**config.mk**
```make
export PLATFORM = sky130hd
export DESIGN_NAME = onewire_master_controller
export DESIGN_NICKNAME = d
export VERILOG_FILES = /design/src/hdl/omc_pkg.sv /design/src/hdl/onewire_master_controller.sv
export SDC_FILE = /design/constraint.sdc
export NUM_CORES = 1
export LEC_CHECK = 0
export ABC_AREA = 1
export BUFFER_PORTS_ARGS = -buffer_cell sky130_fd_sc_hd__buf_2
export CAP_MARGIN = 10
export CORE_MARGIN = 3
export CORE_UTILIZATION = 27
export CTS_CLUSTER_SIZE = 12
export DETAILED_ROUTE_END_ITERATION = 10
export PLACE_DENSITY = 0.4
export SYNTH_ARGS = -nofsm -noshare
export SYNTH_HDL_FRONTEND = slang
export SYNTH_SLANG_ARGS = --single-unit
```
**constraint.sdc**
```tcl
create_clock -name clk_i -period 4.76 [get_ports clk_i]
set_input_delay 0.952 -clock clk_i [delete_from_list [all_inputs] [get_ports clk_i]]
set_output_delay 0.952 -clock clk_i [all_outputs]
set_load 0.1 [all_outputs]
```
**src/hdl/omc_pkg.sv**
```systemverilog
// shared codes, widths and register reset values of the one-wire bus master
package omc_pkg;

  // field widths
  localparam int unsigned FuncW   = 3;
  localparam int unsigned ByteW   = 8;
  localparam int unsigned LongW   = 10;
  localparam int unsigned ShortW  = 8;
  localparam int unsigned PhaseW  = 2;
  localparam int unsigned BitsW   = 4;
  localparam int unsigned CfgIdxW = 3;

  // request function codes, also used as operation codes
  localparam logic [FuncW-1:0] FUNC_TICK  = 3'd0;
  localparam logic [FuncW-1:0] FUNC_RESET = 3'd1;
  localparam logic [FuncW-1:0] FUNC_WBIT  = 3'd2;
  localparam logic [FuncW-1:0] FUNC_RBIT  = 3'd3;
  localparam logic [FuncW-1:0] FUNC_WBYTE = 3'd4;
  localparam logic [FuncW-1:0] FUNC_RBYTE = 3'd5;

  // operation held while idle
  localparam logic [FuncW-1:0] OP_IDLE = FUNC_TICK;

  // slot phases
  localparam logic [PhaseW-1:0] PH_LOW  = 2'd0;
  localparam logic [PhaseW-1:0] PH_WAIT = 2'd1;
  localparam logic [PhaseW-1:0] PH_REC  = 2'd2;

  // configuration register indexes
  localparam logic [CfgIdxW-1:0] CFG_RESET_LOW  = 3'd0;
  localparam logic [CfgIdxW-1:0] CFG_PRES_WAIT  = 3'd1;
  localparam logic [CfgIdxW-1:0] CFG_RESET_REC  = 3'd2;
  localparam logic [CfgIdxW-1:0] CFG_SHORT_LOW  = 3'd3;
  localparam logic [CfgIdxW-1:0] CFG_WZERO_LOW  = 3'd4;
  localparam logic [CfgIdxW-1:0] CFG_SAMPLE_DLY = 3'd5;
  localparam logic [CfgIdxW-1:0] CFG_SLOT_LEN   = 3'd6;

  // standard slot timings in microseconds
  localparam logic [LongW-1:0]  RST_RESET_LOW  = 10'd480;
  localparam logic [LongW-1:0]  RST_PRES_WAIT  = 10'd70;
  localparam logic [LongW-1:0]  RST_RESET_REC  = 10'd410;
  localparam logic [ShortW-1:0] RST_SHORT_LOW  = 8'd6;
  localparam logic [ShortW-1:0] RST_WZERO_LOW  = 8'd60;
  localparam logic [ShortW-1:0] RST_SAMPLE_DLY = 8'd9;
  localparam logic [ShortW-1:0] RST_SLOT_LEN   = 8'd70;

  // bit counts of the two transfer sizes
  localparam logic [BitsW-1:0] BITS_BYTE = 4'd8;
  localparam logic [BitsW-1:0] BITS_ONE  = 4'd1;

endpackage

```
**src/hdl/onewire_master_controller.sv**
```systemverilog
// one-wire bus master: slot timing sequencer with configurable timings
//
// Each request is a command or a tick: a command starts an operation, a tick
// request advances bus time by one microsecond and carries the sampled line
// level. The slot state (operation, phase, microsecond counter, shift data,
// bit count) is updated by a single pass of counter and compare logic, and
// the status for that request lands in a result register in the cycle after
// acceptance. A new request is taken every cycle while the result register
// is empty or being drained, so the sustained rate is one request per cycle;
// bus timing is set entirely by the number of tick requests, e.g. a reset
// with the default timings spans 960 ticks and a bit slot 70 ticks.
module onewire_master_controller (
  input  logic                           clk_i,
  input  logic                           rst_ni,
  // configuration writes
  input  logic                           cfg_valid_i,
  output logic                           cfg_ready_o,
  input  logic [omc_pkg::CfgIdxW-1:0]    cfg_index_i,
  input  logic [omc_pkg::LongW-1:0]      cfg_data_i,
  // request channel
  input  logic                           in_valid_i,
  output logic                           in_ready_o,
  input  logic [omc_pkg::FuncW-1:0]      func_i,
  input  logic [omc_pkg::ByteW-1:0]      data_byte_i,
  input  logic                           line_level_i,
  // result channel
  output logic                           out_valid_o,
  input  logic                           out_ready_i,
  output logic                           pull_low_o,
  output logic                           busy_res_o,
  output logic                           done_res_o,
  output logic                           presence_o,
  output logic [omc_pkg::ByteW-1:0]      read_data_o,
  output logic                           rejected_o
);
  import omc_pkg::*;

  // configuration registers
  logic [LongW-1:0]  reset_low_q, pres_wait_q, reset_rec_q;
  logic [ShortW-1:0] short_low_q, wzero_low_q, sample_dly_q, slot_len_q;

  // slot state
  logic [FuncW-1:0]  op_q, op_d;
  logic [PhaseW-1:0] phase_q, phase_d;
  logic [LongW-1:0]  tcount_q, tcount_d;
  logic [ByteW-1:0]  shift_q, shift_d;
  logic [BitsW-1:0]  bits_q, bits_d;
  logic              pres_q, pres_d;

  // result register
  logic              out_valid_q;
  logic              pull_low_q, busy_q, done_q, pres_out_q, rej_q;
  logic              rej_d, done_d;
  logic [ByteW-1:0]  rdata_q, rdata_d;

  logic              in_fire;
  logic              is_cmd, is_wr, is_rd;
  logic [LongW-1:0]  tc_inc, low_len, wait_len, rec_len;
  logic [ShortW:0]   used;
  logic [BitsW-1:0]  bits_dec;

  // handshakes
  assign cfg_ready_o = 1'b1;
  assign in_ready_o  = !out_valid_q || out_ready_i;
  assign in_fire     = in_valid_i && in_ready_o;

  // configuration write port
  always_ff @(posedge clk_i or negedge rst_ni) begin
    if (!rst_ni) begin
      reset_low_q  <= RST_RESET_LOW;
      pres_wait_q  <= RST_PRES_WAIT;
      reset_rec_q  <= RST_RESET_REC;
      short_low_q  <= RST_SHORT_LOW;
      wzero_low_q  <= RST_WZERO_LOW;
      sample_dly_q <= RST_SAMPLE_DLY;
      slot_len_q   <= RST_SLOT_LEN;
    end else if (cfg_valid_i) begin
      unique case (cfg_index_i)
        CFG_RESET_LOW:  reset_low_q  <= cfg_data_i;
        CFG_PRES_WAIT:  pres_wait_q  <= cfg_data_i;
        CFG_RESET_REC:  reset_rec_q  <= cfg_data_i;
        CFG_SHORT_LOW:  short_low_q  <= cfg_data_i[ShortW-1:0];
        CFG_WZERO_LOW:  wzero_low_q  <= cfg_data_i[ShortW-1:0];
        CFG_SAMPLE_DLY: sample_dly_q <= cfg_data_i[ShortW-1:0];
        CFG_SLOT_LEN:   slot_len_q   <= cfg_data_i[ShortW-1:0];
        default: ;
      endcase
    end
  end

  // operation class and phase lengths
  assign is_wr  = (op_q == FUNC_WBIT) || (op_q == FUNC_WBYTE);
  assign is_rd  = (op_q == FUNC_RBIT) || (op_q == FUNC_RBYTE);
  assign is_cmd = (func_i >= FUNC_RESET) && (func_i <= FUNC_RBYTE);
  assign tc_inc = tcount_q + LongW'(1);
  assign bits_dec = bits_q - BitsW'(1);

  always_comb begin
    if (op_q == FUNC_RESET) begin
      low_len = reset_low_q;
    end else if (is_wr && !shift_q[0]) begin
      low_len = LongW'(wzero_low_q);
    end else begin
      low_len = LongW'(short_low_q);
    end
  end

  assign wait_len = (op_q == FUNC_RESET) ? pres_wait_q : LongW'(sample_dly_q);

  // recovery fills the rest of a bit slot, at least one microsecond; a reset uses its own recovery time
  always_comb begin
    if (is_wr) begin
      used = (ShortW+1)'(low_len[ShortW-1:0]);
    end else begin
      used = (ShortW+1)'(short_low_q) + (ShortW+1)'(sample_dly_q);
    end
    if (op_q == FUNC_RESET) begin
      rec_len = reset_rec_q;
    end else if ((ShortW+1)'(slot_len_q) > used) begin
      rec_len = LongW'((ShortW+1)'(slot_len_q) - used);
    end else begin
      rec_len = LongW'(1);
    end
  end

  // next slot state and result of one request
  always_comb begin
    op_d     = op_q;
    phase_d  = phase_q;
    tcount_d = tcount_q;
    shift_d  = shift_q;
    bits_d   = bits_q;
    pres_d   = pres_q;
    rej_d    = 1'b0;
    done_d   = 1'b0;
    rdata_d  = '0;
    if (is_cmd) begin
      if (op_q != OP_IDLE) begin
        rej_d = 1'b1;
      end else begin
        op_d     = func_i;
        phase_d  = PH_LOW;
        tcount_d = '0;
        bits_d   = ((func_i == FUNC_WBYTE) || (func_i == FUNC_RBYTE)) ? BITS_BYTE : BITS_ONE;
        if (func_i == FUNC_WBIT) begin
          shift_d = ByteW'(data_byte_i[0]);
        end else if (func_i == FUNC_WBYTE) begin
          shift_d = data_byte_i;
        end else begin
          shift_d = '0;
        end
      end
    end else if (op_q != OP_IDLE) begin
      tcount_d = tc_inc;
      priority if (phase_q == PH_LOW) begin
        if (tc_inc >= low_len) begin
          tcount_d = '0;
          phase_d  = is_wr ? PH_REC : PH_WAIT;
        end
      end else if (phase_q == PH_WAIT) begin
        if (tc_inc >= wait_len) begin
          if (op_q == FUNC_RESET) begin
            pres_d = !line_level_i;
          end else if (op_q == FUNC_RBIT) begin
            shift_d = ByteW'(line_level_i);
          end else begin
            shift_d = {line_level_i, shift_q[ByteW-1:1]};
          end
          tcount_d = '0;
          phase_d  = PH_REC;
        end
      end else begin
        if (tc_inc >= rec_len) begin
          tcount_d = '0;
          phase_d  = PH_LOW;
          bits_d   = bits_dec;
          if (is_wr) begin
            shift_d = shift_q >> 1;
          end
          if ((bits_dec == '0) || (op_q == FUNC_RESET)) begin
            done_d  = 1'b1;
            rdata_d = is_rd ? shift_q : '0;
            op_d    = OP_IDLE;
            bits_d  = '0;
          end
        end
      end
    end
  end

  // slot state registers
  always_ff @(posedge clk_i or negedge rst_ni) begin
    if (!rst_ni) begin
      op_q     <= OP_IDLE;
      phase_q  <= PH_LOW;
      tcount_q <= '0;
      shift_q  <= '0;
      bits_q   <= '0;
      pres_q   <= 1'b0;
    end else if (in_fire) begin
      op_q     <= op_d;
      phase_q  <= phase_d;
      tcount_q <= tcount_d;
      shift_q  <= shift_d;
      bits_q   <= bits_d;
      pres_q   <= pres_d;
    end
  end

  // result register valid
  always_ff @(posedge clk_i or negedge rst_ni) begin
    if (!rst_ni) begin
      out_valid_q <= 1'b0;
    end else if (in_fire) begin
      out_valid_q <= 1'b1;
    end else if (out_ready_i) begin
      out_valid_q <= 1'b0;
    end
  end

  // result payload
  always_ff @(posedge clk_i) begin
    if (in_fire) begin
      pull_low_q <= (op_d != OP_IDLE) && (phase_d == PH_LOW);
      busy_q     <= (op_d != OP_IDLE);
      done_q     <= done_d;
      pres_out_q <= pres_d;
      rdata_q    <= rdata_d;
      rej_q      <= rej_d;
    end
  end

  assign out_valid_o = out_valid_q;
  assign pull_low_o  = pull_low_q;
  assign busy_res_o  = busy_q;
  assign done_res_o  = done_q;
  assign presence_o  = pres_out_q;
  assign read_data_o = rdata_q;
  assign rejected_o  = rej_q;

endmodule
```
==> metrics.md, run 1 <==
| Metric | Value |
|---|---|
| Data required, critical path | 4890 ps |
| Fraction of final layout cells sized beyond drive strength 1 | 0.1967 |
| Area of the die | 0.02608 sq mm |
| Design internal power | 0.002704 W |
| Half-perimeter wire length of the detailed placement result | 13730 um |
| Routability congestion estimate from global placement | 0.7884 |
| Vias per cell | 4.405 |
| Detail-routed net length per standard cell | 14.93 um |
| Leakage power figure | 3.856 nW |
| Clock Skew | 17.59 ps |
| Number of placed I/O pins | 46 |
| Combinational Power Share | 0.598 |
| Max-capacitance violation count | 0 |
| Remaining design rule violation count | 0 |
| Fillers | 2562 |
| Via count of the first global-routing pass | 5362 |
| Area of combinational cells with multiple inputs | 0.003473 sq mm |
| Predominant post-synthesis flop cell | sky130_fd_sc_hd__dfrtp_1 |
| Number of distinct library cells after synthesis | 47 |
| Clock network fraction of design power | 0.149 |
| Core area | 0.02361 sq mm |
| Arrival time reported for the critical path endpoint | 4540 ps |
| Number of synthesized register bits | 104 |
| Min Clock Period, post-route | 4416 ps |
| Detail Route met3 WL | 312 um |
| Period utilisation layout | 0.9277 |
| Overall track demand over capacity in global routing | 0.1462 |
| Num CTS Buffers | 9 |
| First drt pass iteration count | 4 |
| Clk_lat worst skew | 370 ps |
| Type of the most critical hold path | register to register |
| Relative area change from synthesis to final layout | 19.23% |
| DR top layer | met4 |
| Worst hold-check slack | 490.3 ps |
| Count of mapped cells out of synthesis | 829 |
| Number of warnings printed during yosys synthesis | 0 |
| Slew at the pin closest to its max-slew limit | 842.9 ps |
| Number of buffers and inverters on the critical path | 5 |
| Post-Synthesis Net Count | 912 |
| Fraction of power spent switching nets | 0.4694 |
| Share of flip-flops with an asynchronous set or reset | 0.8750 |
| Kind of capture point of the worst setup path | register |
| Clk sink count | 104 |
| Seq pwr share | 0.253 |
| Mapped cell area | 0.006528 sq mm |
| Worst Setup Slack, final | 344.1 ps |
| Number of nets still failing antenna checks after routing | 0 |
| Number of slew-limit violations in the final report | 0 |
| Antenna cell count | 0 |
| Power density normalized to cell area | 654.7 mW/mm^2 |
| Row Count | 56 |
| Headroom to the max-slew limit | 0.4381 |
| Top cell type by total area after synthesis | sky130_fd_sc_hd__dfrtp_1 |
| CTS tree | built |
| Clock Root Buffer | sky130_fd_sc_hd__clkbuf_16 |
| Wire length of the first global-routing pass | 29900 um |
| Die boundary height | 161.5 um |
| Clock Path Buffers | 2 |
| Detailed Route Iter0 Violations | 281 |
| Switching power | 0.002392 W |
| Detailed-route via count | 5392 |
| Portion of synthesized cell area occupied by the leading cell type | 0.2607 |
| Clock transition at the register clock pins on the worst setup and hold paths after CTS | 80 ps |
| Final core utilization | 0.3296 |
| Crit-path max cell delay | 430 ps |
| Total routed wirelength | 18270 um |
| Overflow after GRT | 0 |
| Register Area | 0.002696 sq mm |
| Total Nets Final | 983 |
| Run status | completed |
| Peak supply drop | 0.2283 mV |
| Portion of the post-synthesis area used by sequential elements | 0.4131 |
| Cell with the biggest individual delay on the critical path | sky130_fd_sc_hd__dfrtp_1 |
| Sum of met2 wire segment lengths after detailed routing | 8093 um |
| Highest Clock Rate | 0.2265 GHz |
| Number of H-tree levels | 3 |
| Nature of the critical path startpoint | register |
| Width of the chip | 161.5 um |
| IO buf count | 44 |
| Number of buffers inserted by hold repair at cts | 0 |
| Maximum number of pins on one net before global-route repair | 60 |
| Kind of critical path | register to register |
| Effective utilization at floorplan | 0.2764 |
| Total of endpoints with negative setup slack in the final report | 0 |
| Initial antenna violation count | 0 |
| Pre-CTS setup slack | 32.11 ps |
| Synth Area per Inst | 7.874 sq um |
| Critical path peak fanout | 10 |
| Number of enable-type register cells in the synthesized netlist | 13 |
| Dominant cells by area after synthesis | sky130_fd_sc_hd__dfrtp_1 26%, sky130_fd_sc_hd__nand2_1 13%, sky130_fd_sc_hd__ha_1 9.8%, sky130_fd_sc_hd__dfstp_2 9.3%, sky130_fd_sc_hd__o21ai_0 7.6% |
| Number of hold violations in the final report | 0 |
| Routed met1 length | 9732 um |
| Cell family contributing the most delay on the critical path | simple AND/OR/NAND/NOR gates |
| Most prevalent standard cell on the critical path | sky130_fd_sc_hd__nand2_1 |
==> registers in the layout, summed over array words and instances (netlist names), 2 cells and up <==
| name | count |
|---|---|
| short_low_q | 8 |
| tcount_q | 10 |
| phase_q | 2 |
| read_data_o | 8 |
| reset_low_q | 10 |
| reset_rec_q | 10 |
| bits_q | 4 |
| op_q | 3 |
| pres_wait_q | 10 |
| sample_dly_q | 8 |
| shift_q | 8 |
| slot_len_q | 8 |
| wzero_low_q | 8 |
==> routing by layer <==
layer | global-route usage | vias up
met5 | 0 | -
met4 | 0.03520 | 0
met3 | 0.01821 | 5
met2 | 0.2254 | 32
met1 | 0.2177 | 2506
li1 | - | 2849
==> path summary, 6_finish.rpt <==
kind / from / depth (start not counted) / slack, ps / to
setup / recovery: op_q[1] / 27 / 340 / pull_low_o
hold / removal: reset_low_q[0] / 2 / 490 / reset_low_q[0]
setup reg to reg: op_q[1] / 27 / 340 / pull_low_o
hold reg to reg: reset_low_q[0] / 2 / 490 / reset_low_q[0]
max in group asynchronous: rst_ni / 2 / 3100 / wzero_low_q[5]
min in group asynchronous: rst_ni / 1 / 690 / slot_len_q[0]
==> power by group through the flow <==
stage | Clock, W | Sequential, W | Combinational [W]
3_5_place_dp | 0 | 0.00130 | 0.00270
5_1_grt | 0.000824 | 0.00132 | 0.00347
3_3_place_gp | 0 | 0.00131 | 0.00271
4_1_cts | 0.000794 | 0.00129 | 0.00272
2_1_floorplan | 0 | 0.00136 | 0.00183
6_report | 0.000760 | 0.00129 | 0.00304
==> per-stage QoR <==
stage               setup TNS [ps]  instances  area, sq um  total power (W)
floorplan                        0        829         6528         0.003187
global placement                 0       1192         7217         0.004023
detailed placement               0       1192         7217         0.004007
CTS                              0       1208         7513         0.004803
global route                -20.57       1224         7782         0.005616
finish                           0       1224         7782         0.005095
==> cell type report <==
type,count,area share
inverters,110,0.05305
multi-input cells,595,0.4463
well taps,319,0.05129
flip-flops and latches,104,0.3465
clock inverters,6,0.008039
repair buffers,80,0.06543
clock buffers,10,0.02942
==> cells in the final DEF (no fill, tap or decap), types with 23 or more instances in the layout <==
master,count
sky130_fd_sc_hd__buf_4,35
sky130_fd_sc_hd__o21ai_0,88
sky130_fd_sc_hd__buf_2,43
sky130_fd_sc_hd__nand3_1,31
sky130_fd_sc_hd__ha_1,46
sky130_fd_sc_hd__dfstp_2,23
sky130_fd_sc_hd__nand2_1,230
sky130_fd_sc_hd__inv_1,102
sky130_fd_sc_hd__dfrtp_1,68
sky130_fd_sc_hd__nor2_1,56
==> Yosys cell counts, types with 4 or more instances <==
library cell	n
sky130_fd_sc_hd__ha_1	51
sky130_fd_sc_hd__mux2i_1	7
sky130_fd_sc_hd__nor2_1	59
sky130_fd_sc_hd__a21oi_1	24
sky130_fd_sc_hd__dfrtp_1	68
sky130_fd_sc_hd__buf_2	4
sky130_fd_sc_hd__dfstp_2	23
sky130_fd_sc_hd__nand4_1	10
sky130_fd_sc_hd__a21oi_2	6
sky130_fd_sc_hd__xor2_1	14
sky130_fd_sc_hd__nand2_1	232
sky130_fd_sc_hd__o21ai_0	99
sky130_fd_sc_hd__nand3_1	33
sky130_fd_sc_hd__clkbuf_1	13
sky130_fd_sc_hd__inv_1	105
sky130_fd_sc_hd__o21a_1	4
sky130_fd_sc_hd__nand2_2	4
sky130_fd_sc_hd__a32o_1	6
sky130_fd_sc_hd__edfxtp_1	13
sky130_fd_sc_hd__inv_2	4
sky130_fd_sc_hd__o21ai_1	5
==> what timing repair did <==
item	4_1_cts	5_1_grt
buffers inserted	0	16
gates resized for setup	1	46
setup endpoints to repair	1	38
pin swaps	1	17
endpoints found under the hold margin	0	0
==> cells by family (layout without fill, tap and decap cells) <==
family	after synthesis	after routing	synth area share
xor+xnor	17	17	0.02281
fa+ha+maj	53	53	0.1039
other cells	1	1	0.0005745
buf+inv	130	206	0.07782
compound gates	161	161	0.1401
mux	7	7	0.01073
simple gates	356	356	0.2310
flops	104	104	0.4131
==> tightest hold or removal path, stage by stage, from the launching register on <==
cell	delay, ps
sky130_fd_sc_hd__dfrtp_1	350
sky130_fd_sc_hd__nand2_1	50
sky130_fd_sc_hd__o21ai_0	60
No activity file was read; power rests on OpenSTA's default activity.
==> inputs of run 2 (changes only) <==
Settings changed: PLACE_DENSITY 0.4 to 0.47.
==> run 2 against run 1 <==
Against the previous run:
- global-route usage shrank 0.69 points
- register-to-register slack gained 70 ps
- combinational power shrank 9.9%
- sequential power is essentially flat
- fmax grew 1.6%
- via count grew 1.2%
- sequential share of layout area grew 0.88 points
==> metrics.md, run 2 (synthesis results as in run 1) <==
| Metric | Value |
|---|---|
| Most common cell after layout, fill and taps aside | sky130_fd_sc_hd__nand2_1 |
| Number of slew-limit violations in the final report | 0 |
| Antenna cell count | 0 |
| Critical path peak fanout | 16 |
| Kind of capture point of the worst setup path | register |
| Peak supply drop | 0.2092 mV |
| Pre-CTS setup slack | -18.43 ps |
| Headroom to the max-slew limit | 0.4317 |
| Total of endpoints with negative setup slack in the final report | 0 |
| Overflow after GRT | 0 |
| Highest Clock Rate | 0.2302 GHz |
| Leakage power figure | 3.776 nW |
| Nature of the critical path startpoint | register |
| Cell with the biggest individual delay on the critical path | sky130_fd_sc_hd__dfrtp_1 |
| Clock transition at the register clock pins on the worst setup and hold paths after CTS | 80 ps |
| Fillers | 2554 |
| CTS tree | built |
| Number of placed I/O pins | 46 |
| Top library cells by usage in the layout, fill and taps aside | 230 x sky130_fd_sc_hd__nand2_1, 104 x sky130_fd_sc_hd__inv_1, 91 x sky130_fd_sc_hd__o21ai_0 |
| Effective utilization at floorplan | 0.2764 |
| Fin Setup TNS | 0 ps |
| Post-layout instance area | 0.007596 sq mm |
| Number of buffers inserted by hold repair at cts | 0 |
| Period utilisation layout | 0.9128 |
| Detail-routed net length per standard cell | 14.48 um |
| Routability congestion estimate from global placement | 0.8748 |
| Relative area change from synthesis to final layout | 16.37% |
| Core area | 0.02361 sq mm |
| Setup repair after global routing missed its margin | yes |
| Row Count | 56 |
| Worst hold-check slack | 489.7 ps |
| Overall track demand over capacity in global routing | 0.1394 |
| Total routed wirelength | 17510 um |
| Max-capacitance violation count | 0 |
| Data required, critical path | 5050 ps |
| Clock Path Buffers | 2 |
| Clk_lat worst skew | 360 ps |
| Maximum number of pins on one net before global-route repair | 62 |
| Number of nets still failing antenna checks after routing | 0 |
| Vias per cell | 4.514 |
| Wire length of the first global-routing pass | 28760 um |
| Initial antenna violation count | 0 |
| Half-perimeter wire length of the detailed placement result | 13170 um |
| Crit-path max cell delay | 440 ps |
| Detailed Route Iter0 Violations | 376 |
| IO buf count | 44 |
| Clock Skew | 11.95 ps |
| Via count of the first global-routing pass | 5291 |
| Area of the die | 0.02608 sq mm |
| Worst Setup Slack, final | 415.1 ps |
| First drt pass iteration count | 5 |
| Detailed-route via count | 5457 |
| Number of hold violations in the final report | 0 |
| Clk sink count | 104 |
| Min Clock Period, post-route | 4345 ps |
| Num CTS Buffers | 9 |
| PnR Total Power | 0.004798 W |
| Cell area after placement | 0.007187 sq mm |
| Power density normalized to cell area | 631.6 mW/mm^2 |
| Remaining design rule violation count | 0 |
| Type of the most critical hold path | register to register |
| Run status | completed |
| Die boundary height | 161.5 um |
| Slew at the pin closest to its max-slew limit | 852.5 ps |
| Total Nets Final | 968 |
| Width of the chip | 161.5 um |
| Arrival time reported for the critical path endpoint | 4640 ps |
| Most prevalent standard cell on the critical path | sky130_fd_sc_hd__nand2_1 |
| Clock Root Buffer | sky130_fd_sc_hd__clkbuf_16 |
| Fraction of final layout cells sized beyond drive strength 1 | 0.1697 |
| Kind of critical path | register to register |
| Number of H-tree levels | 3 |
[run 2: cell count changes in the layout (fill, tap and decap cells not counted), sizes merged]
| cell | before | now |
|---|---|---|
| nor2 | 65 | 66 |
| clkinv | 4 | 2 |
| inv | 112 | 115 |
| clkbuf | 10 | 9 |
| buf | 80 | 64 |
[run 2: final cells by class]
type | count | area, sq um | area share
Clock buffer | 9 | 225.2 | 0.02965
Clock inverter | 7 | 66.31 | 0.008730
Inverter | 110 | 412.9 | 0.05436
Multi-Input combinational cell | 596 | 3408 | 0.4487
Sequential cell | 104 | 2699 | 0.3553
Tap cell | 319 | 399.1 | 0.05254
Timing Repair Buffer | 64 | 385.4 | 0.05073
[run 2: metal layers]
layer,wire length [um],GRT usage
met5,0,0
met4,242,0.03598
met3,503,0.02437
met2,7774,0.2134
met1,8986,0.2033
[run 2: timing repair]
action / 4_1_cts / 5_1_grt
setup endpoints to repair: 9 / 38
gates resized for setup: 2 / 27
pin swaps: 0 / 8
buffers inserted: 1 / 3
cloned: 0 / 1
[run 2: path summary, 6_finish.rpt]
| kind | from | to | slack (ps) | cells after the start |
|---|---|---|---|---|
| max reg2reg | short_low_q[0] | shift_q[5] | 420 | 32 |
| min reg2reg | wzero_low_q[7] | wzero_low_q[7] | 490 | 2 |
| max in group asynchronous | rst_ni | pres_wait_q[1] | 3060 | 2 |
| min in group asynchronous | rst_ni | bits_q[2] | 660 | 1 |
| min | wzero_low_q[7] | wzero_low_q[7] | 490 | 2 |
| max | short_low_q[0] | shift_q[5] | 420 | 32 |
[run 2: critical path, delay by kind of cell, from the launching register on]
| family | cells | cell delay (ps) |
|---|---|---|
| adder cells (fa/ha/maj) | 4 | 1090 |
| AND/OR/NAND/NOR | 14 | 1210 |
| AO/OA/AOI/OAI | 7 | 820 |
| buffers and inverters | 7 | 670 |
| flip-flops | 1 | 440 |
[run 2: stage by stage]
step,util,cells
2_1_floorplan,-,829
3_3_place_gp,0.3044,1188
3_5_place_dp,0.3044,1188
4_1_cts,0.3170,1205
5_1_grt,0.3217,1209
6_report,0.3217,1209
[run 2: where the power goes]
group | switching, W | leakage, nW | total (W) | internal (W)
Combinational | 0.00173 | 2.40 | 0.00274 | 0.00101
Clock | 0.000383 | 0.147 | 0.000755 | 0.000372
Sequential | 0.000173 | 1.23 | 0.00130 | 0.00113
Total | 0.00228 | 3.78 | 0.00480 | 0.00252
==> inputs of run 3 (changes only) <==
Settings changed: PLACE_DENSITY 0.47 to 0.48, REMOVE_ABC_BUFFERS set to 1.
Clock period 4.76 ns to 3.48 ns, I/O delays scaled along.
==> run 3 against run 2 <==
Against the previous run:
- the run now ends with setup timing left
- highest routed layer unchanged
- utilization grew 4.4 points
- power is 70% higher
- first-iteration DRC count decreased by 27%
- largest cell class unchanged
- sequential share of layout area is 4.3 points lower
==> metrics.md, run 3 (synthesis results as in run 1) <==
| Metric | Value |
|---|---|
| PnR Total Power | 0.008164 W |
| Vias per cell | 4.439 |
| Run status | finished, violations left |
| Switching power | 0.003657 W |
| Highest Clock Rate | 0.2343 GHz |
| Period utilisation layout | 1.226 |
| Placed cell count | 1264 |
| Combinational Power Share | 0.646 |
| Clock Root Buffer | sky130_fd_sc_hd__clkbuf_16 |
| Fraction of final layout cells sized beyond drive strength 1 | 0.3111 |
| First drt pass iteration count | 4 |
| Cell family contributing the most delay on the critical path | simple AND/OR/NAND/NOR gates |
| Maximum number of pins on one net before global-route repair | 52 |
| Number of buffers and inverters on the critical path | 7 |
| Antenna cell count | 0 |
| Detail-routed net length per standard cell | 14.16 um |
| Clock Skew | 14.85 ps |
| Critical path peak fanout | 8 |
| Post-layout instance area | 0.008632 sq mm |
| Fin Setup TNS | -26810 ps |
| Number of hold violations in the final report | 0 |
| Worst Setup Slack, final | -787.8 ps |
| Via count of the first global-routing pass | 5726 |
| CTS tree | built |
| Leakage power figure | 4.280 nW |
| Effective utilization at floorplan | 0.2764 |
| Headroom to the max-slew limit | 0.5215 |
| Overall track demand over capacity in global routing | 0.1447 |
| Number of buffers inserted by hold repair at cts | 0 |
| Clock network fraction of design power | 0.142 |
| Kind of capture point of the worst setup path | register |
| Total of endpoints with negative setup slack in the final report | 38 |
| Fraction of power spent switching nets | 0.4480 |
| Half-perimeter wire length of the detailed placement result | 14040 um |
| Initial antenna violation count | 0 |
| Critical path startpoint | op_q[1] |
| Data required, critical path | 3610 ps |
| Finished Layout Cells | 1293 |
| Power density normalized to cell area | 945.8 mW/mm^2 |
| Cell with the biggest individual delay on the critical path | sky130_fd_sc_hd__dfrtp_1 |
| Crit-path max cell delay | 400 ps |
| Number of H-tree levels | 3 |
| Number of nets still failing antenna checks after routing | 0 |
| Type of the most critical hold path | input pin to asynchronous set/reset pin |
| Kind of critical path | register to register |
| Source of the worst register-to-register timing path | op_q[1] |
| Routability congestion estimate from global placement | 0.8273 |
| Most common cell after layout, fill and taps aside | sky130_fd_sc_hd__nand2_1 |
| Detailed-route via count | 5740 |
| Core area | 0.02361 sq mm |
| Remaining design rule violation count | 0 |
| Clk sink count | 104 |
| Setup repair after global routing missed its margin | yes |
| Peak supply drop | 0.4047 mV |
| Clock Path Buffers | 2 |
| Number of placed I/O pins | 46 |
| Pre-CTS setup slack | -1128 ps |
| Depth of the critical timing path with buffers and inverters included | 31 |
| Arrival time reported for the critical path endpoint | 4400 ps |
| Area of combinational cells with multiple inputs | 0.003681 sq mm |
| Fillers | 2526 |
| Die boundary height | 161.5 um |
| Num CTS Buffers | 9 |
| Clk_lat worst skew | 370 ps |
| Total Nets Final | 1052 |
| Top library cells by usage in the layout, fill and taps aside | 215 x sky130_fd_sc_hd__nand2_1, 97 x sky130_fd_sc_hd__inv_1, 94 x sky130_fd_sc_hd__buf_4 |
| Min Clock Period, post-route | 4268 ps |
| Register Area | 0.002696 sq mm |
| Design internal power | 0.004507 W |
| Row Count | 56 |
| Seq pwr share | 0.212 |
| Relative area change from synthesis to final layout | 32.24% |
| Total routed wirelength | 18310 um |
| Cell area after placement | 0.007782 sq mm |
| Number of cells traversed by the worst register-to-register path | 31 |
| Max-capacitance violation count | 0 |
| Width of the chip | 161.5 um |
| Wire length of the first global-routing pass | 29950 um |
| Area of the die | 0.02608 sq mm |
| Nature of the critical path startpoint | register |
| Failing checks | setup timing |
| Number of slew-limit violations in the final report | 0 |
| Clock transition at the register clock pins on the worst setup and hold paths after CTS | 80 ps |
| IO buf count | 44 |
| Slew at the pin closest to its max-slew limit | 716.0 ps |
| Overflow after GRT | 0 |
| Detailed Route Iter0 Violations | 274 |
-- run 3: changes by cell type in the layout (fill, tap and decap cells not counted), moves of 5 or more --
cell and change:
sky130_fd_sc_hd__a21oi_1 -10, sky130_fd_sc_hd__a21oi_2 +9, sky130_fd_sc_hd__buf_4 +74, sky130_fd_sc_hd__buf_6 +8, sky130_fd_sc_hd__inv_1 -7, sky130_fd_sc_hd__inv_2 +7
sky130_fd_sc_hd__nand2_1 -15, sky130_fd_sc_hd__nand2_2 +12, sky130_fd_sc_hd__nand3_1 -5, sky130_fd_sc_hd__nor2_1 -18, sky130_fd_sc_hd__nor2_2 +13, sky130_fd_sc_hd__o21ai_0 -18
sky130_fd_sc_hd__o21ai_1 +9, sky130_fd_sc_hd__o21ai_2 +8
-- run 3: final timing paths --
check                                  endpoint  slack [ps]
worst max-delay path             read_data_o[1]        -790
worst min-delay path                  bits_q[0]         310
worst max register to register   read_data_o[1]        -790
worst min register to register   pres_wait_q[4]         490
max in group asynchronous       sample_dly_q[3]        2420
min in group clk_i               pres_wait_q[4]         490
-- run 3: routing by layer --
layer,GRT usage,part of all wire
met2,0.2414,0.47
met4,0.04732,0.019
met3,0.02052,0.021
met5,0,0
met1,0.1937,0.49
-- run 3: metrics by stage --
stage            util  hold slack [ps]
2_1_floorplan       -            400.4
3_3_place_gp   0.3296            464.7
3_5_place_dp   0.3296            471.8
4_1_cts        0.3515            335.2
5_1_grt        0.3656            354.7
6_report       0.3656            311.9
-- run 3: final cells by class --
cell class / count / area share
sequential: 104 / 0.3124
clock buffer: 10 / 0.02899
timing repair buffer: 149 / 0.1270
tap: 319 / 0.04624
clock inverter: 6 / 0.01116
inverter: 110 / 0.04783
multi-input combinational: 595 / 0.4264
-- run 3: power groups by stage --
| stage | combinational [W] | sequential (W) | clock [W] |
|---|---|---|---|
| after CTS | 0.00472 | 0.00173 | 0.00120 |
| after floorplan | 0.00245 | 0.00187 | 0 |
| final | 0.00528 | 0.00173 | 0.00116 |
| after global routing | 0.00588 | 0.00177 | 0.00124 |
| after detailed placement | 0.00433 | 0.00175 | 0 |
| after global placement | 0.00431 | 0.00174 | 0 |
-- run 3: repair_timing --
item	in CTS	in global routing
endpoints found under the setup margin	38	38
setup buffers	5	8
pin swaps	8	55
resized for setup	55	78
gates cloned	0	1
-- run 3: worst reg2reg max path, delay by kind of cell, from the launching register on --
family,cells,cell delay [ps]
AND/OR/NAND/NOR,17,1810
flip-flops,1,400
AO/OA/AOI/OAI,5,690
buffers and inverters,7,590
adder cells (fa/ha/maj),2,550
